**src/rtl/core/hfwrl_ram.sv**
```systemverilog
`timescale 1ns / 1ps

module hfwrl_ram #(
    parameter int WIDTH = 8,
    parameter int DEPTH = 64
) (
    input  logic                     i_clk,
    input  logic                     i_we,
    input  logic [$clog2(DEPTH)-1:0] i_waddr,
    input  logic [WIDTH-1:0]         i_wdata,
    input  logic                     i_re,
    input  logic [$clog2(DEPTH)-1:0] i_raddr,
    output logic [WIDTH-1:0]         o_rdata
);

    logic [WIDTH-1:0] r_mem [DEPTH];
    logic [WIDTH-1:0] r_rdata;

    always_ff @(posedge i_clk) begin
        if (i_we) begin
            r_mem[i_waddr] <= i_wdata;
        end
        if (i_re) begin
            r_rdata <= r_mem[i_raddr];
        end
    end

    assign o_rdata = r_rdata;

endmodule

```
**config.mk**
```make
export PLATFORM = sky130hd
export DESIGN_NAME = hfwrl_ram
export DESIGN_NICKNAME = d
export VERILOG_FILES = /design/src/rtl/core/hfwrl_ram.sv
export SDC_FILE = /design/constraint.sdc
export NUM_CORES = 1
export LEC_CHECK = 0
export ABC_CLOCK_PERIOD_IN_PS = 6100
export BUFFER_PORTS_ARGS = -buffer_cell sky130_fd_sc_hd__clkbuf_2
export CAP_MARGIN = 10
export CORE_MARGIN = 2
export CORE_UTILIZATION = 35
export DETAILED_ROUTE_END_ITERATION = 10
export GPL_ROUTABILITY_DRIVEN = 1
export REMOVE_ABC_BUFFERS = 1
export SETUP_SLACK_MARGIN = 0.1
export SYNTH_ARGS = -nofsm -noshare
export SYNTH_HDL_FRONTEND = slang
export SYNTH_SLANG_ARGS = --single-unit
```
**constraint.sdc**
```tcl
create_clock -name i_clk -period 6.1 [get_ports i_clk]
set_input_delay 0.915 -clock i_clk [delete_from_list [all_inputs] [get_ports i_clk]]
set_output_delay 0.915 -clock i_clk [all_outputs]
set_load 0.05 [all_outputs]
```
## Yosys cells after proc, flatten, opt, wreduce, memory -nomap -nowiden

Memories as Yosys holds them, arrays and structs flattened. A register that Yosys moved wholly into a read port is not among the register bits.
Index checks and enable logic that the tools add are counted.
W data, S select, Z words.

| word-level totals | value |
|---|---|
| register bits | 0 |
| output and inout port bits | 8 |
| word-level logic and storage cells | 3 |
| bits of input ports | 23 |
| bits in writable memories | 512 |
| memories | 1 |

| operators by class | value |
|---|---|
| mux-type cells | 2 |

Memories:

| memory | depth | width | read ports | clocked after Yosys merged registers in | write ports | RTL line | RTL |
|---|---|---|---|---|---|---|---|
| r_mem | 64 | 8 | 1 | 1 | 1 | 16 | `logic [WIDTH-1:0] r_mem [DEPTH];` |

Operator list:

| cell | number |
|---|---|
| $mux W1 | 2 |

## Longest topological paths before layout

| depth | value |
|---|---|
| depth after elaboration | 2 |
| depth in mapped cells | 9 |
| gate-level depth less buffers | 5 |

## Least setup slack after synthesis

Ideal clock, no wire load.

| timing path | value |
|---|---|
| path kind | input -> register |
| start point | input port i_raddr[1] |
| end point | register r_rdata[3] (netlist: o_rdata[3]) (read register of r_mem), data pin |
| data required time | 5.834 ns |
| slack | 3.379 ns |
| setup time | 0.266 ns |
| arrival time | 2.455 ns |
| stages on the path | 7 |
| buffers on the path | 3 |
| cell sequence | buf_4 > buf_2 > buf_2 > mux4_2 > mux4_2 > o21ai_1 > o41ai_1 |

RTL lines:

| what | RTL line | RTL |
|---|---|---|
| start: declaration | 12 | `input logic [$clog2(DEPTH)-1:0] i_raddr,` |
| end: declaration | 17 | `logic [WIDTH-1:0] r_rdata;` |

==> key figures <==
Final layout
  • Layout fillers: 5095
  • Fraction of layout cells with a size suffix above 1: 0.254
  • Layout area overhead: 12.7%
  • Final Cell Area: 22800 um^2
  • Multi-input gate area: 4320 um^2
  • FF/Latch Area: 15600 um^2
  • Final core occ: 0.397
  • Total Nets Final: 1015
  • Finished Layout Cells: 1798

Critical path
  • Crit-path max FO: 60
  • Worst Path Required: 6.43 ns
  • Nature of the critical path startpoint: input port
  • R2R setup slack: 3.69 ns
  • Worst R2R Path Depth: 5
  • Reg-to-reg critical path startpoint: r_mem[29][4]$_DFFE_PP_
  • Crit path capture type: flop
  • Critical R2R Capture: o_rdata[4]$_DFFE_PP_
  • Critical Path AT: 3.57 ns
  • Crit Path Category: input port to flop

Floorplanning
  • Die area: 59800 um^2
  • Die Y: 245 um
  • Starting Density: 0.352
  • Core footprint: 57500 um^2
  • I/O pin cnt: 31
  • Cell row count: 88
  • Die W: 245 um

Global route
  • Gr usage total: 0.152
  • GRT overflow: 0
  • Largest net degree at the start of global routing: 65
  • Initial antenna violation count: 3
  • Vias in the first global route: 9622
  • First-pass GRT wire length: 66200 um

STA
  • Max-slew violation count: 0
  • Slew Limit Headroom: 0.268
  • Worst Tran Pin Value: 1.09 ns
  • RSZ-0062 raised after global routing: false
  • Fmax: 309 MHz
  • Tmin final: 3.24 ns
  • Final period util: 0.530
  • Final hold violation count: 0
  • Hold WS: 0.761 ns
  • Setup TNS: 0 ns
  • Setup-failing EPs final: 0
  • Clock Skews: 0.0210 ns

Power and ir drop
  • P_sw: 1.55 mW
  • Clock network fraction of design power: 0.412
  • Switching part of the total: 0.209
  • Sequential share of power: 0.538
  • Maximum vdd ir drop: 0.166 mV
  • Pwr dens: 324 nW/um^2
  • Internal: 5.85 mW
  • Combinational fraction of design power: 0.050
  • Static leakage: 6.98 nW

Synth
  • Top_reg_cell synth: edfxtp_1
  • Mapped Cells: 940
  • Synthesized flop and latch total: 520
  • Count of cell types in the netlist: 39
  • Seq/Total Area, Yosys: 0.771
  • Synthesis Warnings: 0
  • Ys async rst share: 0
  • Synthesized cell area: 20200 um^2
  • Mean Syn Cell Area: 21.5 um^2
  • Number of flops mapped to enable cells by yosys: 520

CTS
  • Post_cts resized: 0
  • Hold_buf cts: 0
  • # H-tree levels: 2
  • CTS buffer count: 52
  • Sink Count: 520
  • CTS tree: yes
  • Post-CTS setup repair buffer count: 0
  • Clk slew on worst S/H paths: 0.06 ns
  • Clk_lat worst skew: 0.59 ns
  • Root buf cell: clkbuf_16
  • Clk buf depth: 3

Detailed routing
  • Routed vias: 9550
  • DR top layer: met5
  • Detail Route met3 WL: 3170 um
  • Final ANT Viol Nets: 0
  • First-pass detailed-route iteration total: 5
  • DR WL met2: 21500 um
  • Vias per Instance: 5.31
  • DRT Wirelength: 45400 um
  • Routed length per placed instance: 25.3 um
  • Number of DRC markers in iteration 0: 1034
  • Met1 wire length: 19600 um
  • DRC Markers: 0

Place
  • Routability cong.: 0.752
  • Post-placement cell count: 1702
  • Detailed placement HPWL: 26600 um
  • DP Area: 21200 um^2
  • PortBufs: 30

Min path
  • Hold path start: i_re
  • Min-Delay Endpoint: o_rdata[4]$_DFFE_PP_
  • HP Class: input port to flop
  • Hold depth: 1

Flow run
  • Max-cap violation count: 0

Run status
  • Status: complete, no violations
## Yosys cell counts (4+ instances only)
master    number  area, um^2
a211oi_1       4        30.0
a221oi_1       6        52.6
buf_1          4        15.0
buf_2         11        55.1
buf_4         13        97.6
buf_6          4        45.0
clkbuf_1      17        63.8
edfxtp_1     520       15600
mux2_2        13         146
mux2i_1       23         230
mux4_2       126        2840
nand2_1       19        71.3
nand2b_1       7        43.8
nand3_1       13        65.1
nor2_1        83         312
nor2b_1       14        87.6
nor3_1         7        35.0
o221ai_1       8        70.1
o22ai_1        8        50.1
## flip-flops by register name, summed over array words and instances (netlist names)
name,cells
r_mem,512
o_rdata,8
## worst max-delay path, cell delays in order
cell      delay, ns
clkbuf_8       0.56
buf_4          0.59
mux4_2         0.58
mux4_2         0.53
o21ai_0        0.27
nand2_1        0.07
## power groups by stage
| stage | clock, mW | sequential (mW) | combinational (mW) |
|---|---|---|---|
| 2_1_floorplan | 0 | 4.06 | 0.153 |
| 3_3_place_gp | 0 | 4.05 | 0.369 |
| 3_5_place_dp | 0 | 4.05 | 0.374 |
| 4_1_cts | 3.10 | 3.97 | 0.375 |
| 5_1_grt | 3.25 | 3.97 | 0.397 |
| 6_report | 3.05 | 3.97 | 0.371 |
## stage by stage
| step | setup WS [ns] | total power [mW] |
|---|---|---|
| 4_1_cts | 2.80 | 7.45 |
| 5_1_grt | 2.70 | 7.62 |
| 2_1_floorplan | 3.68 | 4.21 |
| 3_3_place_gp | 2.13 | 4.42 |
| 3_5_place_dp | 2.18 | 4.42 |
| 6_report | 2.86 | 7.39 |
## worst max path at each step
| stage | start | end | slack [ns] | cells past startpoint |
|---|---|---|---|---|
| finish | i_raddr[0] | o_rdata[7]$_DFFE_PP_ | 2.86 | 6 |
| global route | i_raddr[0] | o_rdata[7]$_DFFE_PP_ | 2.70 | 6 |
| CTS | i_raddr[0] | o_rdata[7]$_DFFE_PP_ | 2.80 | 6 |
| detailed placement | i_raddr[0] | o_rdata[7]$_DFFE_PP_ | 2.18 | 6 |
| global placement | i_raddr[0] | o_rdata[7]$_DFFE_PP_ | 2.13 | 6 |
| floorplan | i_raddr[0] | o_rdata[4]$_DFFE_PP_ | 3.68 | 5 |
## cell usage in the layout, fill, tap and decap left out, types with 3 or more instances in the layout
cell,synthesis,final
a21oi_1,3,3
a221oi_1,6,6
o22ai_1,8,8
buf_4,13,20
nor2_1,83,83
o221ai_1,8,8
nand2_1,19,19
clkbuf_1,17,9
nand3b_1,3,3
mux2_2,13,13
o2111ai_1,3,3
a22oi_1,3,3
nand2b_1,7,7
mux4_2,126,126
clkinv_2,0,11
edfxtp_1,520,520
bufinv_16,0,4
nor2b_1,14,14
o2bb2ai_1,3,3
nor3_1,7,6
clkbuf_2,0,27
a211oi_1,4,4
nand3_1,13,13
clkbuf_16,0,53
clkinv_1,0,14
mux2i_1,23,23
## metal layers
layer,GRT usage,vias up
li1,-,4052
met1,0.212,5103
met2,0.236,311
met3,0.0360,80
met4,0.0502,4
met5,0,-
## cells by family (layout without fill, tap and decap cells)
group	Yosys count	in the layout	share of synthesized area
DFF	520	520	0.771
buffers and inverters	51	143	0.0156
other	0	1	0
muxes	162	162	0.159
AOI/OAI and AO/OA	54	54	0.0206
and+or+nand+nor	153	153	0.0337
## final cells by class
cell class	count	share of cell area
timing repair buffer	49	0.0140
clock inverter	32	0.0111
tap	765	0.0419
multi-input combinational	369	0.189
antenna	1	0.000110
clock buffer	62	0.0596
sequential	520	0.684
Power figures use the tool's default switching activity.
