--- src/rtl/core/hfwrl_pkg.sv ---
`timescale 1ns / 1ps

package hfwrl_pkg;

    localparam int CHAR_W        = 8;
    localparam int TIME_W        = 32;
    localparam int COUNT_W       = 16;
    localparam int HASH_W        = 32;
    localparam int BUCKET_W      = 10;
    localparam int TABLE_ENTRIES = 1024;

    localparam logic [HASH_W-1:0]  HASH_SEED   = 32'd5381;
    localparam logic [COUNT_W-1:0] LIMIT_RESET = 16'd100;

    typedef enum logic [1:0] {
        S_CLEAR,
        S_IDLE,
        S_SCAN,
        S_DECIDE
    } t_state;

    // Control from the sequencer to the character intake
    typedef struct packed {
        logic take;
        logic restart;
    } t_intake_ctl;

endpackage

--- src/rtl/core/hfwrl_intake.sv ---
`timescale 1ns / 1ps

module hfwrl_intake #(
    parameter int KEY_CHARS = 63
) (
    input  logic                           i_clk,
    input  logic                           i_rst_n,
    input  hfwrl_pkg::t_intake_ctl         i_ctl,
    input  logic [hfwrl_pkg::CHAR_W-1:0]   i_char,
    output logic [hfwrl_pkg::BUCKET_W-1:0] o_bucket,
    output logic [$clog2(KEY_CHARS+2)-1:0] o_len,
    output logic                           o_key_we,
    output logic [$clog2(KEY_CHARS)-1:0]   o_key_waddr
);

    localparam int LEN_W = $clog2(KEY_CHARS + 2);
    localparam int IDX_W = $clog2(KEY_CHARS);

    logic [hfwrl_pkg::HASH_W-1:0] r_hash, n_hash;
    logic [LEN_W-1:0]             r_len, n_len;

    always_comb begin
        n_hash = r_hash;
        n_len  = r_len;
        if (i_ctl.restart) begin
            n_hash = hfwrl_pkg::HASH_SEED;
            n_len  = '0;
        end else if (i_ctl.take) begin
            // h * 33 + c as shift and add
            n_hash = {r_hash[hfwrl_pkg::HASH_W-6:0], 5'b0} + r_hash
                   + {{(hfwrl_pkg::HASH_W - hfwrl_pkg::CHAR_W){1'b0}}, i_char};
            // saturate one past the key size to mark an over-long key
            if (r_len <= LEN_W'(KEY_CHARS)) begin
                n_len = r_len + LEN_W'(1);
            end
        end
    end

    always_ff @(posedge i_clk) begin
        if (!i_rst_n) begin
            r_hash <= hfwrl_pkg::HASH_SEED;
            r_len  <= '0;
        end else begin
            r_hash <= n_hash;
            r_len  <= n_len;
        end
    end

    assign o_bucket    = r_hash[hfwrl_pkg::BUCKET_W-1:0];
    assign o_len       = r_len;
    assign o_key_we    = i_ctl.take && (r_len < LEN_W'(KEY_CHARS));
    assign o_key_waddr = r_len[IDX_W-1:0];

endmodule

--- config.mk ---
export PLATFORM = sky130hd
export DESIGN_NAME = hfwrl_intake
export DESIGN_NICKNAME = d
export VERILOG_FILES = /design/src/rtl/core/hfwrl_pkg.sv /design/src/rtl/core/hfwrl_intake.sv
export SDC_FILE = /design/constraint.sdc
export NUM_CORES = 1
export LEC_CHECK = 0
export BUFFER_PORTS_ARGS = -buffer_cell sky130_fd_sc_hd__buf_2
export CAP_MARGIN = 40
export CORE_ASPECT_RATIO = 1.1
export CORE_MARGIN = 2
export CORE_UTILIZATION = 46
export CTS_BUF_LIST = sky130_fd_sc_hd__clkbuf_8
export CTS_CLUSTER_DIAMETER = 200
export CTS_CLUSTER_SIZE = 16
export DETAILED_ROUTE_END_ITERATION = 12
export HOLD_SLACK_MARGIN = 0.03
export PLACE_DENSITY_LB_ADDON = 0.3
export SLEW_MARGIN = 10
export SYNTH_ARGS = -nofsm -noshare
export SYNTH_HDL_FRONTEND = slang
export SYNTH_SLANG_ARGS = --single-unit
--- constraint.sdc ---
create_clock -name i_clk -period 3.1 [get_ports i_clk]
set_input_delay 0.31 -clock i_clk [delete_from_list [all_inputs] [get_ports i_clk]]
set_output_delay 0.31 -clock i_clk [all_outputs]
set_load 0.02 [all_outputs]
**Word-level counts from Yosys, hierarchy flattened**

Index checks and enable logic that the tools add are counted.
Widths: inputs -> output; s select.

- Add/sub/neg operators: 3
- Order comparisons: 2
- Bitwise gates (word level): 1
- Reduce and logical (&&, ||, !) cells: 3

Operators with widths:

| operator | number |
|---|---|
| $add 32x32->32 | 1 |
| $add 32x8->32 | 1 |
| $add 7x1->7 const B | 1 |
| $le 7x6->1 const B | 1 |
| $lt 7x6->1 const B | 1 |
| $reduce_and 2->1 | 1 |
| $reduce_or 2->1 | 1 |
| $logic_and 1x1->1 | 1 |
| $not 1->1 | 1 |

- Register bits: 39
- Input port bits: 12
- Output and inout bits: 24
- Logic and storage cells: 11

**Longest topological paths before layout**

Gate-level depths: netlist of the first run.

- Word-level depth: 2
- Gate-level depth with buffers: 9
- Gate-level depth less buffers: 9

**Worst setup path after synthesis of the first run**

Ideal clock, no wire load.

- Kind: register -> register
- From: register r_hash[1] (netlist bit)
- To: register r_hash[9] (netlist bit)
- Setup time: 118 ps
- Arrival: 2,361 ps
- Slack: 621 ps
- Stages on the path, launching flop included: 9
- Path buffers: 0
- Clock period less this slack: 2,479 ps
- Cells stage by stage: dfxtp_1 ha_1 ha_1 fa_1 a211oi_1 o21ai_1 a21oi_1 mux2_4 mux2i_1

- Cells in the longest elaborated chain, start to end: 2

Ends and longest elaborated chain:

| item | RTL line | RTL |
|---|---|---|
| from (decl) | hfwrl_intake.sv:19 | `logic [hfwrl_pkg::HASH_W-1:0] r_hash, n_hash;` |
| from (signal assigned) | hfwrl_intake.sv:41 | `r_hash <= hfwrl_pkg::HASH_SEED;` |
| from (signal assigned) | hfwrl_intake.sv:44 | `r_hash <= n_hash;` |
| $add 32x32->32 | hfwrl_intake.sv:30 | `n_hash = {r_hash[hfwrl_pkg::HASH_W-6:0], 5'b0} + r_hash` |
| $add 32x8->32 | hfwrl_intake.sv:31 | `+ {{(hfwrl_pkg::HASH_W - hfwrl_pkg::CHAR_W){1'b0}}, i_char};` |

No other way between the ends.
A chain may end at the register's enable or synchronous reset.

**Final worst setup path of the first run**

Same ends and word-level chain as after synthesis.

==> key figures, run 1 <==
Cells and area
  • Antenna cells: 0
  • Area delta synth->final: 16.3%
  • Post-route non-filler standard cell count: about 200
  • FF/Latch Area: roughly 340 um^2
  • FILL cells: 260
  • Multi-input combinational cell area: 801 um^2
  • Share of cells above drive strength 1: 22.9%
  • Nets: 202

Synthesis
  • Async set or reset register ratio after synthesis: 0%
  • Most common cell in the netlist: dfxtp_1
  • Synthesized area: 1230 um^2
  • Main synth FF type: dfxtp_1
  • Area share of fa/ha/maj cells after synthesis: 21.7%
  • Post-Synthesis Cells: 140
  • Compound-Gate Fraction of Synth Area: between 10% and 20%
  • Mux cell area share after synthesis: 8.53%
  • Simple logic cell fraction of the synthesized area: 15.0%
  • Main combinational cell family by area after synthesis: adder cells
  • Post-synth EDFFs: 0
  • XOR/XNOR Fraction of Synth Area: around 5.7%
  • Post-synth top cells: dfxtp_1, nor2_1, ha_1
  • Synth area leader: dfxtp_1
  • Yosys top cell area share: 27.6%
  • Mean area per synthesized cell: 8.80 um^2
  • Seq/Total Area, Yosys: between 20 and 30%
  • Dominant cells by area after synthesis: dfxtp_1, ha_1, mux2i_1
  • Unique masters post-synth: 31
  • YS warnings: 0
  • #FFs+latches synth: 17
  • Post-Syn Nets: 171

Setup path
  • FF-to-FF End: r_hash[9]
  • CP cell instances: ha_1, ha_1, fa_1, a211oi_1, o21ai_1, a21oi_1, mux2_4, mux2i_1
  • Cell family with most CP delay: adder cells
  • Required @ worst endpoint: between 3 and 4 ns
  • Crit Path Class: flip-flop to flip-flop
  • CP Max Fanout: 4
  • Setup crit end kind: flip-flop
  • Reg2reg start: r_hash[1]
  • Critical Path Source Type: flip-flop
  • Crit path buffers/inverters: 0
  • Setup slack, reg-to-reg: 0.60 ns
  • Worst R2R Path Depth: 8
  • Crit-path slowest cell: fa_1
  • Most used cell, CP: ha_1
  • Crit path arrival time: 2.65 ns
  • Largest stage delay on the critical path: 0.43 ns

Die
  • Starting Density: 48.9%
  • Core Area: 2520 um^2
  • Die Ht: a little under 60 um
  • Number of cell rows: 19
  • # IOs: 36
  • Full die area: 3110 um^2
  • Die width: 53.4 um

Global routing
  • Largest net degree at the start of global routing: 17
  • GR Util All Layers: between 20% and 30%
  • Total grt overflow: 0
  • First-pass GRT wire length: 4760 um
  • Initial antenna violation count: 0
  • Number of global-route vias before repair: 1089

Clocking
  • Reg clk slew, reported paths: about 0.07 ns
  • Post-CTS Hold Buffers: 0
  • Clk_lat worst skew: 0.25 ns
  • PostCTS Resize Cnt: 0
  • Num CTS Buffers: 3
  • CTS root buffer: clkbuf_8
  • CTS tree: yes
  • Post-CTS setup buffers: 0
  • CTS H-tree lvls: 1
  • CTS sink cnt: 17
  • Clock Tree Buf Depth: 2

Timing
  • Crit share post-route: just over 80%
  • Worst slew pin tran: 0.654 ns
  • Max transition margin: 56.4%
  • Final min period: 2.50 ns
  • Max-slew violations: 0
  • Max Fclk: around 400 MHz
  • Final setup viols: 0
  • Hold Vio Cnt, Final: 0
  • RSZ-0062 raised after global routing: no
  • Final WS setup: approximately 0.6 ns
  • Clock skew: 0.00142 ns
  • Setup TNS: 0 ns

Placement
  • Post-DP HPWL: 2120 um
  • I/O Buffers: 35
  • Pre-CTS setup slack: 0.553 ns
  • RePlAce Congestion: about 0.93
  • Placed cell count: 197

Detailed routing
  • Post-route ant nets: 0
  • First-pass iteration count of the detailed router: 4
  • Routed wire length: 2750 um
  • Vias: 1097
  • Routed len/inst: 13.7 um
  • DR vias/cell: 5.46
  • DRC: 0
  • Initial DRC Count: 29

Power and ir drop
  • Cell Pwr Density: approximately 420 nW/um^2
  • Leakage: 0.707 nW
  • Tot Pwr: 0.000607 W
  • Max VDD drop: 0.241 mV

Worst hold path
  • Min-Delay Path Depth: 3
  • Worst Hold End: r_hash[2]
  • HP Start: i_ctl[0]
  • HP Class: primary input to flip-flop

Job
  • MaxCap Viol Count: 0

Run status
  • Run status: finished, final reports clean
[how the worst max path moves through the flow]
| stage | start | end | slack, ns | cells past startpoint |
|---|---|---|---|---|
| floorplan | r_hash[1] | r_hash[9] | 0.62 | 8 |
| global placement | i_char[1] | r_hash[9] | 0.60 | 9 |
| detailed placement | i_char[1] | r_hash[9] | 0.55 | 9 |
| CTS | r_hash[1] | r_hash[9] | 0.60 | 8 |
| global route | r_hash[1] | r_hash[9] | 0.46 | 8 |
| finish | r_hash[1] | r_hash[9] | 0.60 | 8 |
[layout by cell type, fill, tap and decap left out, drive strengths merged, types with 4 or more instances in the layout]
cell type and instances:
dfxtp 17, fa 4, nand2 10, mux2i 9
o21ai 6, inv 10, a211oi 4, buf 35
nand3 4, nor2 16, a21oi 6, ha 15
xnor2 6
[state kept, by name, summed over array words and instances (netlist names)]
name	flops
o_len	7
r_hash	10
[report_power, final]
group	switching [W]	total [W]	internal [W]
Combinational	0.000111	0.000200	0.0000892
Clock	0.0000790	0.000167	0.0000881
Sequential	0.0000112	0.000240	0.000229
Total	0.000201	0.000607	0.000407
[worst reg2reg max path: cells and delay by family, from the launching register on]
| family | cells | cell delay [ns] |
|---|---|---|
| flops | 1 | 0.39 |
| fa+ha+maj | 3 | 0.92 |
| mux | 2 | 0.44 |
| compound gates | 3 | 0.64 |
[per-layer routing]
metal	share of wire (%)	track usage, %
met5	0	0
met4	2.2	9.16
met3	5.4	3.61
met2	49	34.6
met1	43	25.8
[stage by stage]
| step | hold slack (ns) | area [um^2] | util [%] |
|---|---|---|---|
| final | 0.365 | 1430 | 56.9 |
| after global placement | 0.456 | 1390 | 55.1 |
| after CTS | 0.368 | 1430 | 56.9 |
| after floorplan | 0.466 | 1230 | - |
| after global routing | 0.395 | 1430 | 56.9 |
| after detailed placement | 0.470 | 1390 | 55.1 |
[final cells by class]
type	instances	share of cell area [%]
repair buffers	35	12.2
flip-flops and latches	17	23.7
inverters	9	2.36
clock buffers	3	2.88
multi-input cells	105	55.8
clock inverters	1	0.262
well taps	31	2.71
[kinds of logic (layout without fill, tap and decap cells)]
kind of cell             count (synthesis)  count (layout)
AND/OR/NAND/NOR                         41              41
AO/OA/AOI/OAI                           27              27
adder cells (fa/ha/maj)                 19              19
buffers and inverters                   18              48
flip-flops                              17              17
multiplexers                            10              10
XOR/XNOR                                 8               8
Note: power is estimated with default switching activity, not from simulation.
==> inputs of run 2 (changes only) <==
==> constraint.sdc (replaced) <==
create_clock -name i_clk -period 2.34 [get_ports i_clk]
set_input_delay 0.234 -clock i_clk [delete_from_list [all_inputs] [get_ports i_clk]]
set_output_delay 0.234 -clock i_clk [all_outputs]
set_load 0.02 [all_outputs]
==> run 2 against run 1 <==
  * Utilization increased by 2.6 points
  * Clock power increased by 34%
  * Hold slack got worse by 0.046 ns
  * Global-route usage increased by 0.43 points
  * Sequential cell count unchanged
  * Worst setup slack got worse by 0.54 ns
  * Largest cell class unchanged
  * Largest power group unchanged
==> key figures, run 2 (synthesized netlist as in run 1, its figures left out) <==
Run status
  • Run status: finished, final reports clean

Global routing
  • GR Util All Layers: 21.2%
  • Initial antenna violation count: 0
  • Largest net degree at the start of global routing: 17
  • Total grt overflow: 0
  • First-pass GRT wire length: 4790 um
  • Number of global-route vias before repair: around 1100

Power and ir drop
  • Max VDD drop: 0.451 mV
  • Cell Pwr Density: 560 nW/um^2
  • Leakage: 0.744 nW
  • Tot Pwr: ~0.00084 W

Cells and area
  • Reg with most FFs: r_hash
  • Final Util: 59.5%
  • Share of cells above drive strength 1: 28.2%
  • Multi-input combinational cell area: around 810 um^2
  • Commonest non-fill, non-tap cell in the layout: buf_2
  • Antenna cells: 0
  • FF/Latch Area: 342 um^2
  • Max reg flops: 10
  • Nets: 209
  • Most frequent cells in the layout: buf_2, nor2_1, dfxtp_1
  • Area delta synth->final: 21.6%
  • FILL cells: 247

Clocking
  • Num CTS Buffers: 3
  • Reg clk slew, reported paths: 0.07 ns
  • CTS tree: yes
  • CTS root buffer: clkbuf_8
  • Clock Tree Buf Depth: 2
  • Clk_lat worst skew: 0.25 ns
  • CTS sink cnt: 17
  • CTS H-tree lvls: 1
  • Post-CTS setup buffers: 0
  • Post-CTS Hold Buffers: 0

Timing
  • Setup TNS: 0 ns
  • Max transition margin: between 50% and 60%
  • Hold Vio Cnt, Final: 0
  • Final setup viols: 0
  • Max-slew violations: 0
  • Worst slew pin tran: around 0.64 ns
  • Crit share post-route: 97.7%
  • Final min period: about 2.3 ns
  • Worst hold slack: 0.319 ns
  • Clock skew: 0.00330 ns
  • Final WS setup: roughly 0.055 ns
  • RSZ-0062 raised after global routing: yes
  • Max Fclk: 438 MHz

Placement
  • I/O Buffers: 35
  • Post-DP HPWL: 2320 um
  • Pre-CTS setup slack: -0.0549 ns
  • RePlAce Congestion: approximately 0.88

Detailed routing
  • Routed len/inst: 14.3 um
  • Post-route ant nets: 0
  • Routed wire length: 2970 um
  • Vias: 1135
  • Initial DRC Count: 26
  • First-pass iteration count of the detailed router: 6
  • DR vias/cell: roughly 5.5
  • DRC: 0

Setup path
  • Required @ worst endpoint: 2.49 ns
  • CP Max Fanout: 4
  • Crit path arrival time: 2.44 ns
  • Critical Path Source Type: flip-flop
  • Crit Path Class: flip-flop to flip-flop
  • Setup crit end kind: flip-flop

Die
  • # IOs: 36
  • Full die area: 3110 um^2
  • Number of cell rows: 19
  • Core Area: 2520 um^2
  • Die width: 53.4 um
  • Die Ht: 58.3 um
  • Starting Density: 48.9%

Worst hold path
  • HP Class: primary input to flip-flop

Job
  • MaxCap Viol Count: 0
==> run 2: cell count changes in the layout (fill, tap and decap cells not counted), sizes merged <==
cell | before | now
buf | 35 | 42
==> run 2: layer usage <==
| metal | global-route usage [%] | vias to the layer above | share of wire, % |
|---|---|---|---|
| met5 | 0 | - | 0 |
| met4 | 7.69 | 0 | 1.8 |
| met3 | 2.58 | 9 | 5.3 |
| met2 | 39.7 | 43 | 53 |
| met1 | 23.7 | 525 | 40 |
| li1 | - | 558 | - |
==> run 2: worst paths after layout <==
kind / start / to / slack [ns] / depth (start not counted)
setup / recovery: r_hash[1] / r_hash[9] / 0.05 / 8
hold reg to reg: r_hash[9] / r_hash[9] / 0.48 / 2
hold / removal: i_char[0] / r_hash[0] / 0.32 / 4
setup reg to reg: r_hash[1] / r_hash[9] / 0.05 / 8
==> run 2: layout make-up <==
class | instances | share of cell area (%)
well taps | 31 | 2.59
inverters | 9 | 2.25
flip-flops and latches | 17 | 22.8
multi-input cells | 105 | 54.2
clock inverters | 1 | 0.250
repair buffers | 42 | 15.2
clock buffers | 3 | 2.75
==> run 2: critical path, cell delays in order, from the launching register on <==
cell and delay, ns:
dfxtp_2 0.35, ha_1 0.27, ha_1 0.23, fa_2 0.37, a211oi_2 0.24, o21ai_1 0.13
a21oi_2 0.16, mux2_4 0.32, mux2i_1 0.11
==> run 2: power by group <==
part | internal (W) | switching [W] | leakage (nW)
clock | 0.000117 | 0.000108 | 0.0269
sequential | 0.000304 | 0.0000131 | 0.139
combinational | 0.000137 | 0.000161 | 0.578
==> run 2: repair_timing <==
action	CTS	global route
pin swaps	2	0
gates resized for setup	1	2
endpoints found under the setup margin	1	2
==> run 2: per-stage QoR <==
stage,instances,area [um^2]
floorplan,140,1240
global placement,204,1450
detailed placement,204,1450
CTS,208,1500
global route,208,1500
finish,208,1500
